--- src/rtl/tpgt_pkg.sv ---
// types, codes and constants for the touch point gesture tracker
// no dependencies; imported by touch_point_gesture_tracker_core
package tpgt_pkg;

	localparam int COORD_W    = 12;
	localparam int DELTA_W    = 13;
	localparam int SUM_W      = 16;
	localparam int MOTION_W   = 17;
	localparam int TICK_W     = 16;
	localparam int SIZE_W     = 13;
	localparam int CFG_IDX_W  = 3;
	localparam int CFG_DATA_W = 16;
	localparam int IN_DATA_W  = 32;
	localparam int IN_USER_W  = 1;
	localparam int OUT_DATA_W = 56;
	localparam int OUT_USER_W = 3;

	// register indexes
	localparam logic [CFG_IDX_W-1:0] REG_SWAP_AXES  = 3'd0;
	localparam logic [CFG_IDX_W-1:0] REG_FLIP_H     = 3'd1;
	localparam logic [CFG_IDX_W-1:0] REG_FLIP_V     = 3'd2;
	localparam logic [CFG_IDX_W-1:0] REG_WIDTH      = 3'd3;
	localparam logic [CFG_IDX_W-1:0] REG_HEIGHT     = 3'd4;
	localparam logic [CFG_IDX_W-1:0] REG_LP_TICKS   = 3'd5;
	localparam logic [CFG_IDX_W-1:0] REG_LP_MOTION  = 3'd6;
	localparam logic [CFG_IDX_W-1:0] REG_TAP_MOTION = 3'd7;

	// raw event codes from the controller
	localparam logic [1:0] EV_PRESS   = 2'd0;
	localparam logic [1:0] EV_LIFT    = 2'd1;
	localparam logic [1:0] EV_CONTACT = 2'd2;
	localparam logic [1:0] EV_NONE    = 2'd3;

	typedef enum logic [1:0] {
		KIND_NONE    = 2'd0,
		KIND_PRESS   = 2'd1,
		KIND_LIFT    = 2'd2,
		KIND_CONTACT = 2'd3
	} kind_t;

	// reset values; width and height are stored as size minus one
	localparam logic [COORD_W-1:0] RST_WIDTH_M1  = 12'd799;
	localparam logic [COORD_W-1:0] RST_HEIGHT_M1 = 12'd479;
	localparam logic [TICK_W-1:0]  RST_LP_TICKS  = 16'd50;
	localparam logic [SUM_W-1:0]   RST_LP_MOTION = 16'd20;
	localparam logic [SUM_W-1:0]   RST_TAP_MOTION = 16'd5;

	localparam logic [SIZE_W-1:0]  SIZE_MAX = 13'd4096;
	localparam logic [TICK_W-1:0]  TICK_MAX = 16'hFFFF;
	localparam logic [SUM_W-1:0]   SUM_POS_MAX = 16'h7FFF;
	localparam logic [SUM_W-1:0]   SUM_NEG_MAX = 16'h8000;

	// screen size to last pixel index, size 0 acts as 1, above 4096 as 4096
	function automatic logic [COORD_W-1:0] size_m1(input logic [SIZE_W-1:0] s);
		logic [SIZE_W-1:0] t;
		t = s - 13'd1;
		if (s == '0)
			return '0;
		else if (s > SIZE_MAX)
			return '1;
		else
			return t[COORD_W-1:0];
	endfunction

	function automatic logic [SUM_W-1:0] abs16(input logic [SUM_W-1:0] v);
		logic [SUM_W-1:0] n;
		n = -v;
		return v[SUM_W-1] ? n : v;
	endfunction

endpackage

--- src/rtl/touch_point_gesture_tracker_core.sv ---
// touch point gesture tracker: coordinate transform, event decode and per-point
// motion, hold and tap tracking; depends on tpgt_pkg
//
// an accepted record waits in the input register, then goes to the result register
// when that is empty or m_tready is high; per-point state is written at that edge
// throughput: one record per cycle while m_tready is high
// reset: arst_n clears handshake state, all per-point state and loads the
// register defaults (swap on, vertical flip on, 800x480, 50/20/5)
module touch_point_gesture_tracker_core #(
	parameter int TOUCH_POINTS = 2
) (
	input  logic                               clk,
	input  logic                               arst_n,
	input  logic                               s_tvalid,
	output logic                               s_tready,
	// event_x_high, x_low, id_y_high, y_low
	input  logic [tpgt_pkg::IN_DATA_W-1:0]     s_tdata,
	// point_index
	input  logic [tpgt_pkg::IN_USER_W-1:0]     s_tuser,
	output logic                               m_tvalid,
	input  logic                               m_tready,
	// pos_x, pos_y, step_dx, step_dy, long_press, tap, zero pad
	output logic [tpgt_pkg::OUT_DATA_W-1:0]    m_tdata,
	// point_tag, event_kind
	output logic [tpgt_pkg::OUT_USER_W-1:0]    m_tuser,
	input  logic                               cfg_valid,
	output logic                               cfg_ready,
	input  logic [tpgt_pkg::CFG_IDX_W-1:0]     cfg_index,
	input  logic [tpgt_pkg::CFG_DATA_W-1:0]    cfg_data
);
	import tpgt_pkg::*;

	localparam int PW = (TOUCH_POINTS > 1) ? $clog2(TOUCH_POINTS) : 1;
	localparam int PAD_W = OUT_DATA_W - (2 * COORD_W + 2 * DELTA_W + 2);

	// configuration
	logic               swap_q, flip_h_q, flip_v_q;
	logic [COORD_W-1:0] w_m1_q, h_m1_q;
	logic [TICK_W-1:0]  lp_ticks_q;
	logic [SUM_W-1:0]   lp_motion_q, tap_motion_q;

	// input stage
	logic               valid_s1;
	logic               idx_s1;
	logic [7:0]         ev_s1, xl_s1, idy_s1, yl_s1;

	// per-point state
	logic [COORD_W-1:0] last_x_q  [TOUCH_POINTS];
	logic [COORD_W-1:0] last_y_q  [TOUCH_POINTS];
	logic [DELTA_W-1:0] last_dx_q [TOUCH_POINTS];
	logic [DELTA_W-1:0] last_dy_q [TOUCH_POINTS];
	logic [SUM_W-1:0]   sum_dx_q  [TOUCH_POINTS];
	logic [SUM_W-1:0]   sum_dy_q  [TOUCH_POINTS];
	logic [TICK_W-1:0]  hold_q    [TOUCH_POINTS];
	logic               mark_q    [TOUCH_POINTS];

	// result register
	logic                  m_valid_q;
	logic [OUT_DATA_W-1:0] m_data_q;
	logic [OUT_USER_W-1:0] m_user_q;

	logic               s_accept, adv;
	logic [PW-1:0]      p;
	logic [COORD_W-1:0] rx, ry, x_sw, y_sw, x_cl, y_cl, x_n, y_n;
	kind_t              kind;
	logic [DELTA_W-1:0] dx_n, dy_n;
	logic [SUM_W-1:0]   sdx_n, sdy_n;
	logic [MOTION_W-1:0] sdx_ext, sdy_ext;
	logic [TICK_W-1:0]  hold_n, hold_inc;
	logic               mark_n;
	logic [MOTION_W-1:0] motion_n;
	logic               tap_n;

	assign cfg_ready = 1'b1;
	assign adv       = valid_s1 && (!m_valid_q || m_tready);
	assign s_tready  = !valid_s1 || adv;
	assign s_accept  = s_tvalid && s_tready;

	always_ff @(posedge clk or negedge arst_n) begin
		if (!arst_n) begin
			swap_q       <= 1'b1;
			flip_h_q     <= 1'b0;
			flip_v_q     <= 1'b1;
			w_m1_q       <= RST_WIDTH_M1;
			h_m1_q       <= RST_HEIGHT_M1;
			lp_ticks_q   <= RST_LP_TICKS;
			lp_motion_q  <= RST_LP_MOTION;
			tap_motion_q <= RST_TAP_MOTION;
		end else if (cfg_valid && cfg_ready) begin
			case (cfg_index)
				REG_SWAP_AXES:  swap_q       <= cfg_data[0];
				REG_FLIP_H:     flip_h_q     <= cfg_data[0];
				REG_FLIP_V:     flip_v_q     <= cfg_data[0];
				REG_WIDTH:      w_m1_q       <= size_m1(cfg_data[SIZE_W-1:0]);
				REG_HEIGHT:     h_m1_q       <= size_m1(cfg_data[SIZE_W-1:0]);
				REG_LP_TICKS:   lp_ticks_q   <= cfg_data;
				REG_LP_MOTION:  lp_motion_q  <= cfg_data;
				REG_TAP_MOTION: tap_motion_q <= cfg_data;
				default: ;
			endcase
		end
	end

	always_ff @(posedge clk or negedge arst_n) begin
		if (!arst_n) begin
			valid_s1 <= 1'b0;
		end else if (s_accept) begin
			valid_s1 <= 1'b1;
		end else if (adv) begin
			valid_s1 <= 1'b0;
		end
	end

	always_ff @(posedge clk) begin
		if (s_accept) begin
			idx_s1 <= s_tuser[0];
			ev_s1  <= s_tdata[7:0];
			xl_s1  <= s_tdata[15:8];
			idy_s1 <= s_tdata[23:16];
			yl_s1  <= s_tdata[31:24];
		end
	end

	always_comb begin
		rx   = {ev_s1[3:0], xl_s1};
		ry   = {idy_s1[3:0], yl_s1};
		x_sw = swap_q ? ry : rx;
		y_sw = swap_q ? rx : ry;
		x_cl = (x_sw > w_m1_q) ? w_m1_q : x_sw;
		y_cl = (y_sw > h_m1_q) ? h_m1_q : y_sw;
		x_n  = flip_h_q ? (w_m1_q - x_cl) : x_cl;
		y_n  = flip_v_q ? (h_m1_q - y_cl) : y_cl;

		case (ev_s1[7:6])
			EV_PRESS:   kind = KIND_PRESS;
			EV_LIFT:    kind = KIND_LIFT;
			EV_CONTACT: kind = KIND_CONTACT;
			EV_NONE:    kind = KIND_NONE;
			default:    kind = KIND_NONE;
		endcase

		// out of range point index uses the last point
		p = (int'(idx_s1) < TOUCH_POINTS) ? PW'(idx_s1) : PW'(TOUCH_POINTS - 1);

		dx_n   = last_dx_q[p];
		dy_n   = last_dy_q[p];
		sdx_n  = sum_dx_q[p];
		sdy_n  = sum_dy_q[p];
		hold_n = hold_q[p];
		mark_n = mark_q[p];
		sdx_ext  = '0;
		sdy_ext  = '0;
		hold_inc = hold_q[p] + 16'd1;

		case (kind)
			KIND_PRESS: begin
				dx_n   = '0;
				dy_n   = '0;
				sdx_n  = '0;
				sdy_n  = '0;
				hold_n = '0;
				mark_n = 1'b0;
			end
			KIND_CONTACT: begin
				dx_n = {1'b0, x_n} - {1'b0, last_x_q[p]};
				dy_n = {1'b0, y_n} - {1'b0, last_y_q[p]};
				sdx_ext = {sum_dx_q[p][SUM_W-1], sum_dx_q[p]}
					+ {{(MOTION_W - DELTA_W){dx_n[DELTA_W-1]}}, dx_n};
				sdy_ext = {sum_dy_q[p][SUM_W-1], sum_dy_q[p]}
					+ {{(MOTION_W - DELTA_W){dy_n[DELTA_W-1]}}, dy_n};
				if (sdx_ext[MOTION_W-1] != sdx_ext[SUM_W-1])
					sdx_n = sdx_ext[MOTION_W-1] ? SUM_NEG_MAX : SUM_POS_MAX;
				else
					sdx_n = sdx_ext[SUM_W-1:0];
				if (sdy_ext[MOTION_W-1] != sdy_ext[SUM_W-1])
					sdy_n = sdy_ext[MOTION_W-1] ? SUM_NEG_MAX : SUM_POS_MAX;
				else
					sdy_n = sdy_ext[SUM_W-1:0];
				if (hold_q[p] != TICK_MAX)
					hold_n = hold_inc;
			end
			default: ;
		endcase

		motion_n = {1'b0, abs16(sdx_n)} + {1'b0, abs16(sdy_n)};

		// long press is checked only on the tick that reaches the limit
		if (kind == KIND_CONTACT && hold_q[p] != TICK_MAX && hold_inc == lp_ticks_q
			&& motion_n < {1'b0, lp_motion_q})
			mark_n = 1'b1;

		tap_n = motion_n < {1'b0, tap_motion_q};
	end

	always_ff @(posedge clk or negedge arst_n) begin
		if (!arst_n) begin
			for (int i = 0; i < TOUCH_POINTS; i++) begin
				last_x_q[i]  <= '0;
				last_y_q[i]  <= '0;
				last_dx_q[i] <= '0;
				last_dy_q[i] <= '0;
				sum_dx_q[i]  <= '0;
				sum_dy_q[i]  <= '0;
				hold_q[i]    <= '0;
				mark_q[i]    <= 1'b0;
			end
		end else if (adv) begin
			last_x_q[p]  <= x_n;
			last_y_q[p]  <= y_n;
			last_dx_q[p] <= dx_n;
			last_dy_q[p] <= dy_n;
			sum_dx_q[p]  <= sdx_n;
			sum_dy_q[p]  <= sdy_n;
			hold_q[p]    <= hold_n;
			mark_q[p]    <= mark_n;
		end
	end

	always_ff @(posedge clk or negedge arst_n) begin
		if (!arst_n) begin
			m_valid_q <= 1'b0;
		end else if (adv) begin
			m_valid_q <= 1'b1;
		end else if (m_tready) begin
			m_valid_q <= 1'b0;
		end
	end

	always_ff @(posedge clk) begin
		if (adv) begin
			m_data_q <= {{PAD_W{1'b0}}, tap_n, mark_n, dy_n, dx_n, y_n, x_n};
			m_user_q <= {kind, idx_s1};
		end
	end

	assign m_tvalid = m_valid_q;
	assign m_tdata  = m_data_q;
	assign m_tuser  = m_user_q;

endmodule
--- config.mk ---
export PLATFORM = sky130hd
export DESIGN_NAME = touch_point_gesture_tracker_core
export DESIGN_NICKNAME = d
export VERILOG_FILES = /design/src/rtl/tpgt_pkg.sv /design/src/rtl/touch_point_gesture_tracker_core.sv
export SDC_FILE = /design/constraint.sdc
export NUM_CORES = 1
export LEC_CHECK = 0
export BUFFER_PORTS_ARGS = -buffer_cell sky130_fd_sc_hd__buf_4
export CAP_MARGIN = 20
export CORE_MARGIN = 1
export CORE_UTILIZATION = 60
export CTS_CLUSTER_SIZE = 20
export DETAILED_ROUTE_END_ITERATION = 8
export HOLD_SLACK_MARGIN = 0.03
export PLACE_DENSITY_LB_ADDON = 0.1
export REMOVE_ABC_BUFFERS = 1
export SLEW_MARGIN = 0
export SYNTH_ARGS = -nofsm -noshare
export SYNTH_HDL_FRONTEND = slang
export SYNTH_SLANG_ARGS = --single-unit
--- constraint.sdc ---
create_clock -name clk -period 33.2 [get_ports clk]
set_input_delay 3.32 -clock clk [delete_from_list [all_inputs] [get_ports clk]]
set_output_delay 3.32 -clock clk [all_outputs]
set_load 0.01 [all_outputs]
==> flow_summary.json, run 1 <==
{
  "clockBufferDepth": 3,
  "cts_resized": 0,
  "rsz0062_at_grt": "no",
  "reg2reg_depth": 55,
  "first_global_vias": 19200,
  "clock_latency_ns": 0.57,
  "yosys_warnings": 0,
  "gp_congestion": 0.964,
  "die_h_um": 202,
  "ctsHoldBuffers": 0,
  "fp.dieW_um": 202,
  "setup_viol": 0,
  "ant_nets": 0,
  "slew_headroom": 0.301,
  "endpoint": "mark_q[0]",
  "grt.total_usage": 0.316,
  "cp-start-kind": "flip-flop",
  "detail_route.wl_per_cell_um": 19.5,
  "r2r-start": "swap_q",
  "syn-cell-area_mm2": 0.0240,
  "synth_edf_count": 82,
  "vias_per_cell": 6.14,
  "crit_required_ns": 33.63,
  "yosysTopAreaCell": "dfrtp_1",
  "syn_inst": 2667,
  "drt_wl_total_um": 63800,
  "antenna_found_initial": 1,
  "whs_ns": 0.473,
  "max_stage_delay_ns": 1.01,
  "portBuffers": 107,
  "hold_path.class": "reg -> reg",
  "core-area_mm2": 0.0391,
  "cts_tree": "done",
  "vias": 20100,
  "hpwl_um": 45900,
  "yosysUniqueCellTypes": 105,
  "endpoint_kind": "flip-flop",
  "fin_crit_sh": 0.487,
  "worst_pin_slew_ns": 1.05,
  "synth_top_area_frac": 0.261,
  "drt_iter0_drc": 1597,
  "drc_errors": 0,
  "grt_pass1_wl_um": 103000,
  "ys.flop_type": "dfrtp_1",
  "timing.fmax_mhz": 61.9,
  "yosysSeqAreaShare": 0.390,
  "cp.arrival_ns": 16.59,
  "first_pass_iters": 6,
  "n_fill_cell": 3154,
  "async_reset_ff_frac": 0.770,
  "clock-sinks": 357,
  "path_class": "reg -> reg",
  "maxCapViolations": 0,
  "cp-startpoint": "swap_q",
  "cts_inserted_buffers": 39,
  "grt_max_degree": 116,
  "start_util": 0.614,
  "finalCriticalPeriod_ns": 16.15,
  "drive_gt1_frac": 0.130,
  "cts-root-buf": "clkbuf_16",
  "htreeDepth": 2,
  "grt_remaining_overflow": 0,
  "status": "finished, final reports clean",
  "fin_worst_skew_ns": 0.0182,
  "final_nets": 2933,
  "clk_pin_slew_ns": 0.06,
  "core.rowCount": 72,
  "ys_seq_elements": 357,
  "die_area_mm2": 0.0408,
  "synthTopCellsByArea": "dfrtp_1 (26%), edfxtp_1 (10%), ha_1 (7.7%)",
  "io_pins": 119,
  "path_max_fanout": 25,
  "hold_violations": 0,
  "syn_to_final_growth_pct": 10.3,
  "timing.rr.end": "mark_q[0]",
  "slew_violations": 0,
  "post-cts-setup-buffers": 0,
  "finalSetupTns_ns": 0,
  "cp_slowest_cell": "dfstp_2",
  "synth.avg_cell_area_um2": 9.01,
  "antenna_cells": 0,
  "reg2reg_slack_ns": 17.05
}
metrics by stage:
stage	util	worst slack [ns]	area (um2)	std cells
2_1_floorplan	-	19.82	23500	2544
3_3_place_gp	0.644	17.81	25200	3193
3_5_place_dp	0.644	17.54	25200	3193
4_1_cts	0.675	17.46	26400	3265
5_1_grt	0.678	15.80	26500	3271
6_report	0.678	17.05	26500	3271
cells by family (layout without fill, tap and decap cells):
| logic type | after synthesis | count (layout) | synth area share |
|---|---|---|---|
| mux | 191 | 191 | 0.0852 |
| flops | 357 | 357 | 0.390 |
| other cells | 2 | 5 | 0.000313 |
| simple gates | 798 | 798 | 0.150 |
| compound gates | 719 | 719 | 0.191 |
| buf+inv | 311 | 394 | 0.0507 |
| fa+ha+maj | 164 | 164 | 0.0868 |
| xor+xnor | 125 | 125 | 0.0459 |
flip-flops by register name, summed over array words and instances (netlist names), 6 cells and up:
| name | cells |
|---|---|
| m_tdata | 52 |
| hold_q | 32 |
| sum_dx_q | 32 |
| sum_dy_q | 32 |
| last_dx_q | 26 |
| last_dy_q | 26 |
| last_x_q | 24 |
| last_y_q | 24 |
| lp_motion_q | 16 |
| lp_ticks_q | 16 |
| tap_motion_q | 16 |
| h_m1_q | 12 |
| w_m1_q | 12 |
| xl_s1 | 8 |
| yl_s1 | 8 |
| ev_s1 | 6 |
cell usage after synthesis, types with 49 or more instances:
library cell and count:
nor3_1 49, inv_1 179, a21oi_1 145, edfxtp_1 82, dfrtp_1 251, mux2_2 85
clkbuf_1 93, xnor2_1 86, nor2_1 155, nand2_1 393, mux2i_1 101, o21ai_0 254
ha_1 147
how the worst min path moves through the flow:
stage,start,end,slack [ns],cells past startpoint
6_report,sum_dx_q[18],sum_dx_q[18],0.47,2
2_1_floorplan,sum_dx_q[9],sum_dx_q[9],0.44,2
3_3_place_gp,sum_dx_q[9],sum_dx_q[9],0.45,2
5_1_grt,tap_motion_q[0],tap_motion_q[0],0.49,2
4_1_cts,hold_q[14],hold_q[14],0.48,2
3_5_place_dp,hold_q[14],hold_q[14],0.46,2
metal layers:
metal,wire length [um],global-route usage,vias to the layer above
li1,-,-,9603
met4,2300,0.119,0
met5,0,0,-
met1,29000,0.446,9733
met2,28700,0.494,643
met3,3770,0.0451,120
final cells by class:
class | count | area [um2] | area share
multi-input cells | 2002 | 13500 | 0.509
flip-flops and latches | 357 | 9370 | 0.354
repair buffers | 137 | 1110 | 0.0417
clock buffers | 52 | 1090 | 0.0410
inverters | 185 | 694 | 0.0262
well taps | 518 | 648 | 0.0245
clock inverters | 20 | 111 | 0.00420
placed cells by master, fill, tap and decap left out, types with 12 or more instances in the layout:
cell type | Yosys | routed
nand2_1 | 393 | 391
o21ai_0 | 254 | 254
dfrtp_1 | 251 | 251
inv_1 | 179 | 178
nor2_1 | 155 | 152
ha_1 | 147 | 146
a21oi_1 | 145 | 145
buf_4 | 5 | 130
mux2i_1 | 101 | 101
xnor2_1 | 86 | 86
mux2_2 | 85 | 85
edfxtp_1 | 82 | 82
nor3_1 | 49 | 48
a21o_1 | 41 | 41
clkbuf_16 | 0 | 40
xor2_1 | 38 | 38
nand3_1 | 36 | 36
a31oi_1 | 32 | 32
nand2b_1 | 24 | 24
dfstp_2 | 24 | 24
nor2b_1 | 22 | 22
o21a_1 | 22 | 22
o22ai_1 | 22 | 22
o211ai_1 | 21 | 21
or3_1 | 20 | 20
o31ai_1 | 20 | 20
a211oi_1 | 17 | 17
nand4_1 | 16 | 16
and2_1 | 12 | 12
critical path: cells and delay by family (launching register included):
| kind | cells | cell delay (ns) |
|---|---|---|
| buf+inv | 3 | 0.48 |
| mux | 1 | 0.44 |
| fa+ha+maj | 8 | 2.93 |
| xor+xnor | 3 | 0.92 |
| simple gates | 11 | 2.99 |
| flops | 1 | 1.01 |
| compound gates | 29 | 7.19 |
Power of run 1 is left out: the tool's default activity adds up to more than one toggle a clock period on the data nets, which glitch-free logic cannot reach.
==> inputs of run 2 (changes only) <==
- clock period: 33.2 -> 16.76 ns (I/O delays scaled with it)
==> run 2 against run 1 <==
Against the previous run:
- wire length rose by 1.2%
- worst hold slack got worse by 0.00093 ns
- clock-buffer cell count up 1
- register-to-register slack worse by 16 ns
- worst setup slack lost 16 ns
- utilization is 0.39 points higher
- critical endpoint is now mark_q[1]
- largest cell class unchanged
==> flow_summary.json, run 2 (synthesis results as in run 1) <==
{
  "drt_iter0_drc": 1427,
  "cts-root-buf": "clkbuf_16",
  "multi_input_area_mm2": 0.0135,
  "first_global_vias": 19500,
  "slew_violations": 0,
  "n_fill_cell": 3194,
  "final_cell_mix": "nand2_1 (391), o21ai_0 (254), dfrtp_1 (251)",
  "cp.arrival_ns": 16.08,
  "syn_to_final_growth_pct": 11.0,
  "clockBufferDepth": 3,
  "hpwl_um": 45700,
  "setup_viol": 0,
  "crit_required_ns": 17.21,
  "io_pins": 119,
  "drive_gt1_frac": 0.131,
  "worst_pin_slew_ns": 1.06,
  "die_area_mm2": 0.0408,
  "cp-start-kind": "flip-flop",
  "gp_congestion": 0.945,
  "first_pass_iters": 5,
  "die_h_um": 202,
  "path_max_fanout": 25,
  "cp_slowest_cell": "dfstp_2",
  "antenna_cells": 0,
  "drc_errors": 0,
  "hold_violations": 0,
  "core-area_mm2": 0.0391,
  "hold_path.class": "reg -> reg",
  "timing.fmax_mhz": 64.0,
  "grt_remaining_overflow": 0,
  "placed_area_mm2": 0.0252,
  "portBuffers": 107,
  "core.rowCount": 72,
  "largest_reg_flops": 52,
  "endpoint_kind": "flip-flop",
  "vias": 20100,
  "fin_worst_skew_ns": 0.0178,
  "cts_inserted_buffers": 41,
  "ctsHoldBuffers": 0,
  "slew_headroom": 0.293,
  "cts_tree": "done",
  "path_class": "reg -> reg",
  "max_stage_delay_ns": 1.02,
  "finalCriticalPeriod_ns": 15.63,
  "post-cts-setup-buffers": 0,
  "maxCapViolations": 0,
  "htreeDepth": 2,
  "drt_wl_total_um": 64600,
  "start_util": 0.614,
  "fin_crit_sh": 0.932,
  "grt_pass1_wl_um": 104000,
  "grt.total_usage": 0.319,
  "final_core_util": 0.682,
  "grt_max_degree": 173,
  "vias_per_cell": 6.16,
  "status": "finished, final reports clean",
  "cts_resized": 0,
  "finalSetupTns_ns": 0,
  "fp.dieW_um": 202,
  "seq_area_mm2": 0.00937,
  "detail_route.wl_per_cell_um": 19.8,
  "ant_nets": 0,
  "antenna_found_initial": 0,
  "final_nets": 2931,
  "clk_pin_slew_ns": 0.06,
  "whs_ns": 0.472,
  "cpMostUsedCell": "a21oi_1",
  "final_area_mm2": 0.0267,
  "final_common_cell": "nand2_1",
  "rsz0062_at_grt": "no",
  "clock-sinks": 357,
  "clock_latency_ns": 0.58
}
## run 2: cell types whose count changed in the layout (fill, tap and decap cells not counted)
cell | before | now
clkbuf_16 | 40 | 43
clkbuf_8 | 4 | 3
clkinv_8 | 1 | 2
inv_6 | 1 | 2
buf_16 | 2 | 0
buf_12 | 0 | 1
buf_4 | 130 | 128
buf_8 | 5 | 4
clkinv_1 | 10 | 6
clkbuf_1 | 8 | 7
bufinv_16 | 0 | 5
## run 2: area by class of cell
| class | instances | share of cell area |
|---|---|---|
| inverters | 185 | 0.0261 |
| flip-flops and latches | 357 | 0.352 |
| well taps | 518 | 0.0243 |
| repair buffers | 133 | 0.0391 |
| multi-input cells | 2002 | 0.506 |
| clock buffers | 53 | 0.0429 |
| clock inverters | 23 | 0.0102 |
## run 2: final timing paths
check | start | end | slack, ns | depth (start not counted)
min reg2reg | last_y_q[10] | last_y_q[10] | 0.47 | 2
min in group asynchronous | arst_n | last_dx_q[17] | 1.13 | 1
max reg2reg | swap_q | mark_q[1] | 1.13 | 57
max in group asynchronous | arst_n | hold_q[26] | 14.15 | 2
max | swap_q | mark_q[1] | 1.13 | 57
min | last_y_q[10] | last_y_q[10] | 0.47 | 2
## run 2: routing by layer
metal | track usage | vias up | part of all wire
li1 | - | 9610 | -
met1 | 0.446 | 9763 | 0.45
met2 | 0.510 | 655 | 0.45
met3 | 0.0405 | 115 | 0.063
met4 | 0.114 | 0 | 0.032
met5 | 0 | - | 0
## run 2: metrics by stage
stage          cells  setup WS (ns)
2_1_floorplan   2544           3.38
3_3_place_gp    3192           1.84
3_5_place_dp    3192           1.42
5_1_grt         3271          0.143
6_report        3271           1.13
4_1_cts         3268           1.33
## run 2: critical path: cells and delay by family, from the launching register on
family | cells | cell delay (ns)
muxes | 1 | 0.56
buffers and inverters | 3 | 0.49
DFF | 1 | 1.02
xor gates and xnor gates | 3 | 0.93
and+or+nand+nor | 13 | 3.39
AOI/OAI and AO/OA | 29 | 6.14
adders and majority gates | 8 | 2.92
Power of run 2 is left out for the same reason.
==> inputs of run 3 (changes only) <==
- CORE_UTILIZATION: 60 -> 40
==> run 3 against run 2 <==
Against the previous run:
- the run now ends with design-rule violations left
- flip-flop and latch count stayed put
- critical endpoint unchanged
- via count is 2.2% lower
- highest routed layer is now met5
- sequential share of layout area is 0.49 points lower
- non-clock buffer count is 7 higher
- utilization is 22 points lower
- worst hold slack hardly changed
- first-iteration DRC count is 19% lower
==> flow_summary.json, run 3 (synthesis results as in run 1) <==
{
  "status": "finished with violations",
  "violations": "design-rule violations",
  "slew_headroom": 0.239,
  "worst_pin_slew_ns": 1.13,
  "clock_latency_ns": 0.58,
  "core.rowCount": 89,
  "setup_viol": 0,
  "fp.dieW_um": 247,
  "cts_tree": "done",
  "hpwl_um": 50100,
  "grt_pass1_wl_um": 108000,
  "antenna_cells": 0,
  "final_cell_mix": "nand2_1 (391), o21ai_0 (254), dfrtp_1 (251)",
  "clockBufferDepth": 3,
  "hold_violations": 0,
  "antenna_found_initial": 1,
  "rsz0062_at_grt": "no",
  "max_stage_delay_ns": 0.86,
  "cp_slowest_cell": "dfstp_2",
  "hold_path.class": "reg -> reg",
  "drt_iter0_drc": 1161,
  "syn_to_final_growth_pct": 12.6,
  "final_common_cell": "nand2_1",
  "die_h_um": 247,
  "first_global_vias": 19100,
  "endpoint_kind": "flip-flop",
  "io_pins": 119,
  "grt_max_degree": 106,
  "drc_errors": 6,
  "fin_crit_sh": 0.923,
  "timing.fmax_mhz": 64.6,
  "grt.total_usage": 0.228,
  "vias_per_cell": 5.57,
  "cp.arrival_ns": 15.92,
  "detail_route.wl_per_cell_um": 19.5,
  "cts_inserted_buffers": 43,
  "cts_resized": 0,
  "slew_violations": 0,
  "largest_reg_flops": 52,
  "grt_remaining_overflow": 0,
  "drive_gt1_frac": 0.134,
  "die_area_mm2": 0.0610,
  "gp_congestion": 0.897,
  "finalCriticalPeriod_ns": 15.47,
  "crit_required_ns": 17.20,
  "cpMostUsedCell": "a21oi_1",
  "cp-start-kind": "flip-flop",
  "path_class": "reg -> reg",
  "path_buf_inv": 5,
  "cts-root-buf": "clkbuf_16",
  "final_nets": 2940,
  "ctsHoldBuffers": 0,
  "n_fill_cell": 5690,
  "vias": 19700,
  "fin_worst_skew_ns": 0.0172,
  "first_pass_iters": 7,
  "clock-sinks": 357,
  "crit_family": "compound AO/OA/AOI/OAI gates",
  "finalSetupTns_ns": 0,
  "htreeDepth": 2,
  "portBuffers": 107,
  "drt_wl_total_um": 69000,
  "path_max_fanout": 19,
  "start_util": 0.406,
  "core-area_mm2": 0.0591,
  "clk_pin_slew_ns": 0.06,
  "ant_nets": 0,
  "post-cts-setup-buffers": 0,
  "maxCapViolations": 0
}
## run 3: cell types whose count changed in the layout (fill, tap and decap cells not counted), moves of 2 or more
cell        previous run  this run
clkbuf_1               7        14
clkbuf_16             43        45
clkinvlp_4             1         3
bufinv_16              5         2
clkinv_1               6         2
buf_4                128       134
clkbuf_8               3         6
## run 3: worst min-delay path, stage by stage, from the launching register on
cell and delay, ns:
dfrtp_1 0.33, nand2_1 0.04, o21ai_0 0.06
## run 3: path summary, 6_finish.rpt
path,startpoint,to,slack (ns),cells past startpoint
worst max register to register,swap_q,mark_q[1],1.29,62
max in group asynchronous,arst_n,last_dy_q[9],13.55,3
worst min-delay path,sum_dy_q[12],sum_dy_q[12],0.47,2
min in group asynchronous,arst_n,last_y_q[18],1.11,1
worst min register to register,sum_dy_q[12],sum_dy_q[12],0.47,2
worst max-delay path,swap_q,mark_q[1],1.29,62
## run 3: metrics by stage
step | utilization | instance area [um2] | hold WS (ns) | instances | worst slack (ns)
detailed placement | 0.433 | 25600 | 0.463 | 3454 | 1.35
global route | 0.457 | 27000 | 0.499 | 3535 | 0.119
finish | 0.457 | 27000 | 0.472 | 3535 | 1.29
global placement | 0.432 | 25600 | 0.452 | 3453 | 1.57
floorplan | - | 23500 | 0.441 | 2544 | 3.38
CTS | 0.456 | 27000 | 0.475 | 3532 | 1.28
## run 3: cell type report
class	count	area (um2)	share of cell area
clock buffer	65	1260	0.0466
clock inverter	13	136	0.00504
inverter	185	696	0.0257
multi-input combinational	2002	13500	0.499
sequential	357	9370	0.347
tap	773	967	0.0358
timing repair buffer	140	1110	0.0412
## run 3: routing by layer
layer  routed length [um]  track usage
met2                31300        0.364
met5                   13            0
met4                 1810       0.0646
met3                 3120       0.0360
met1                32700        0.317
Power of run 3 is left out for the same reason.
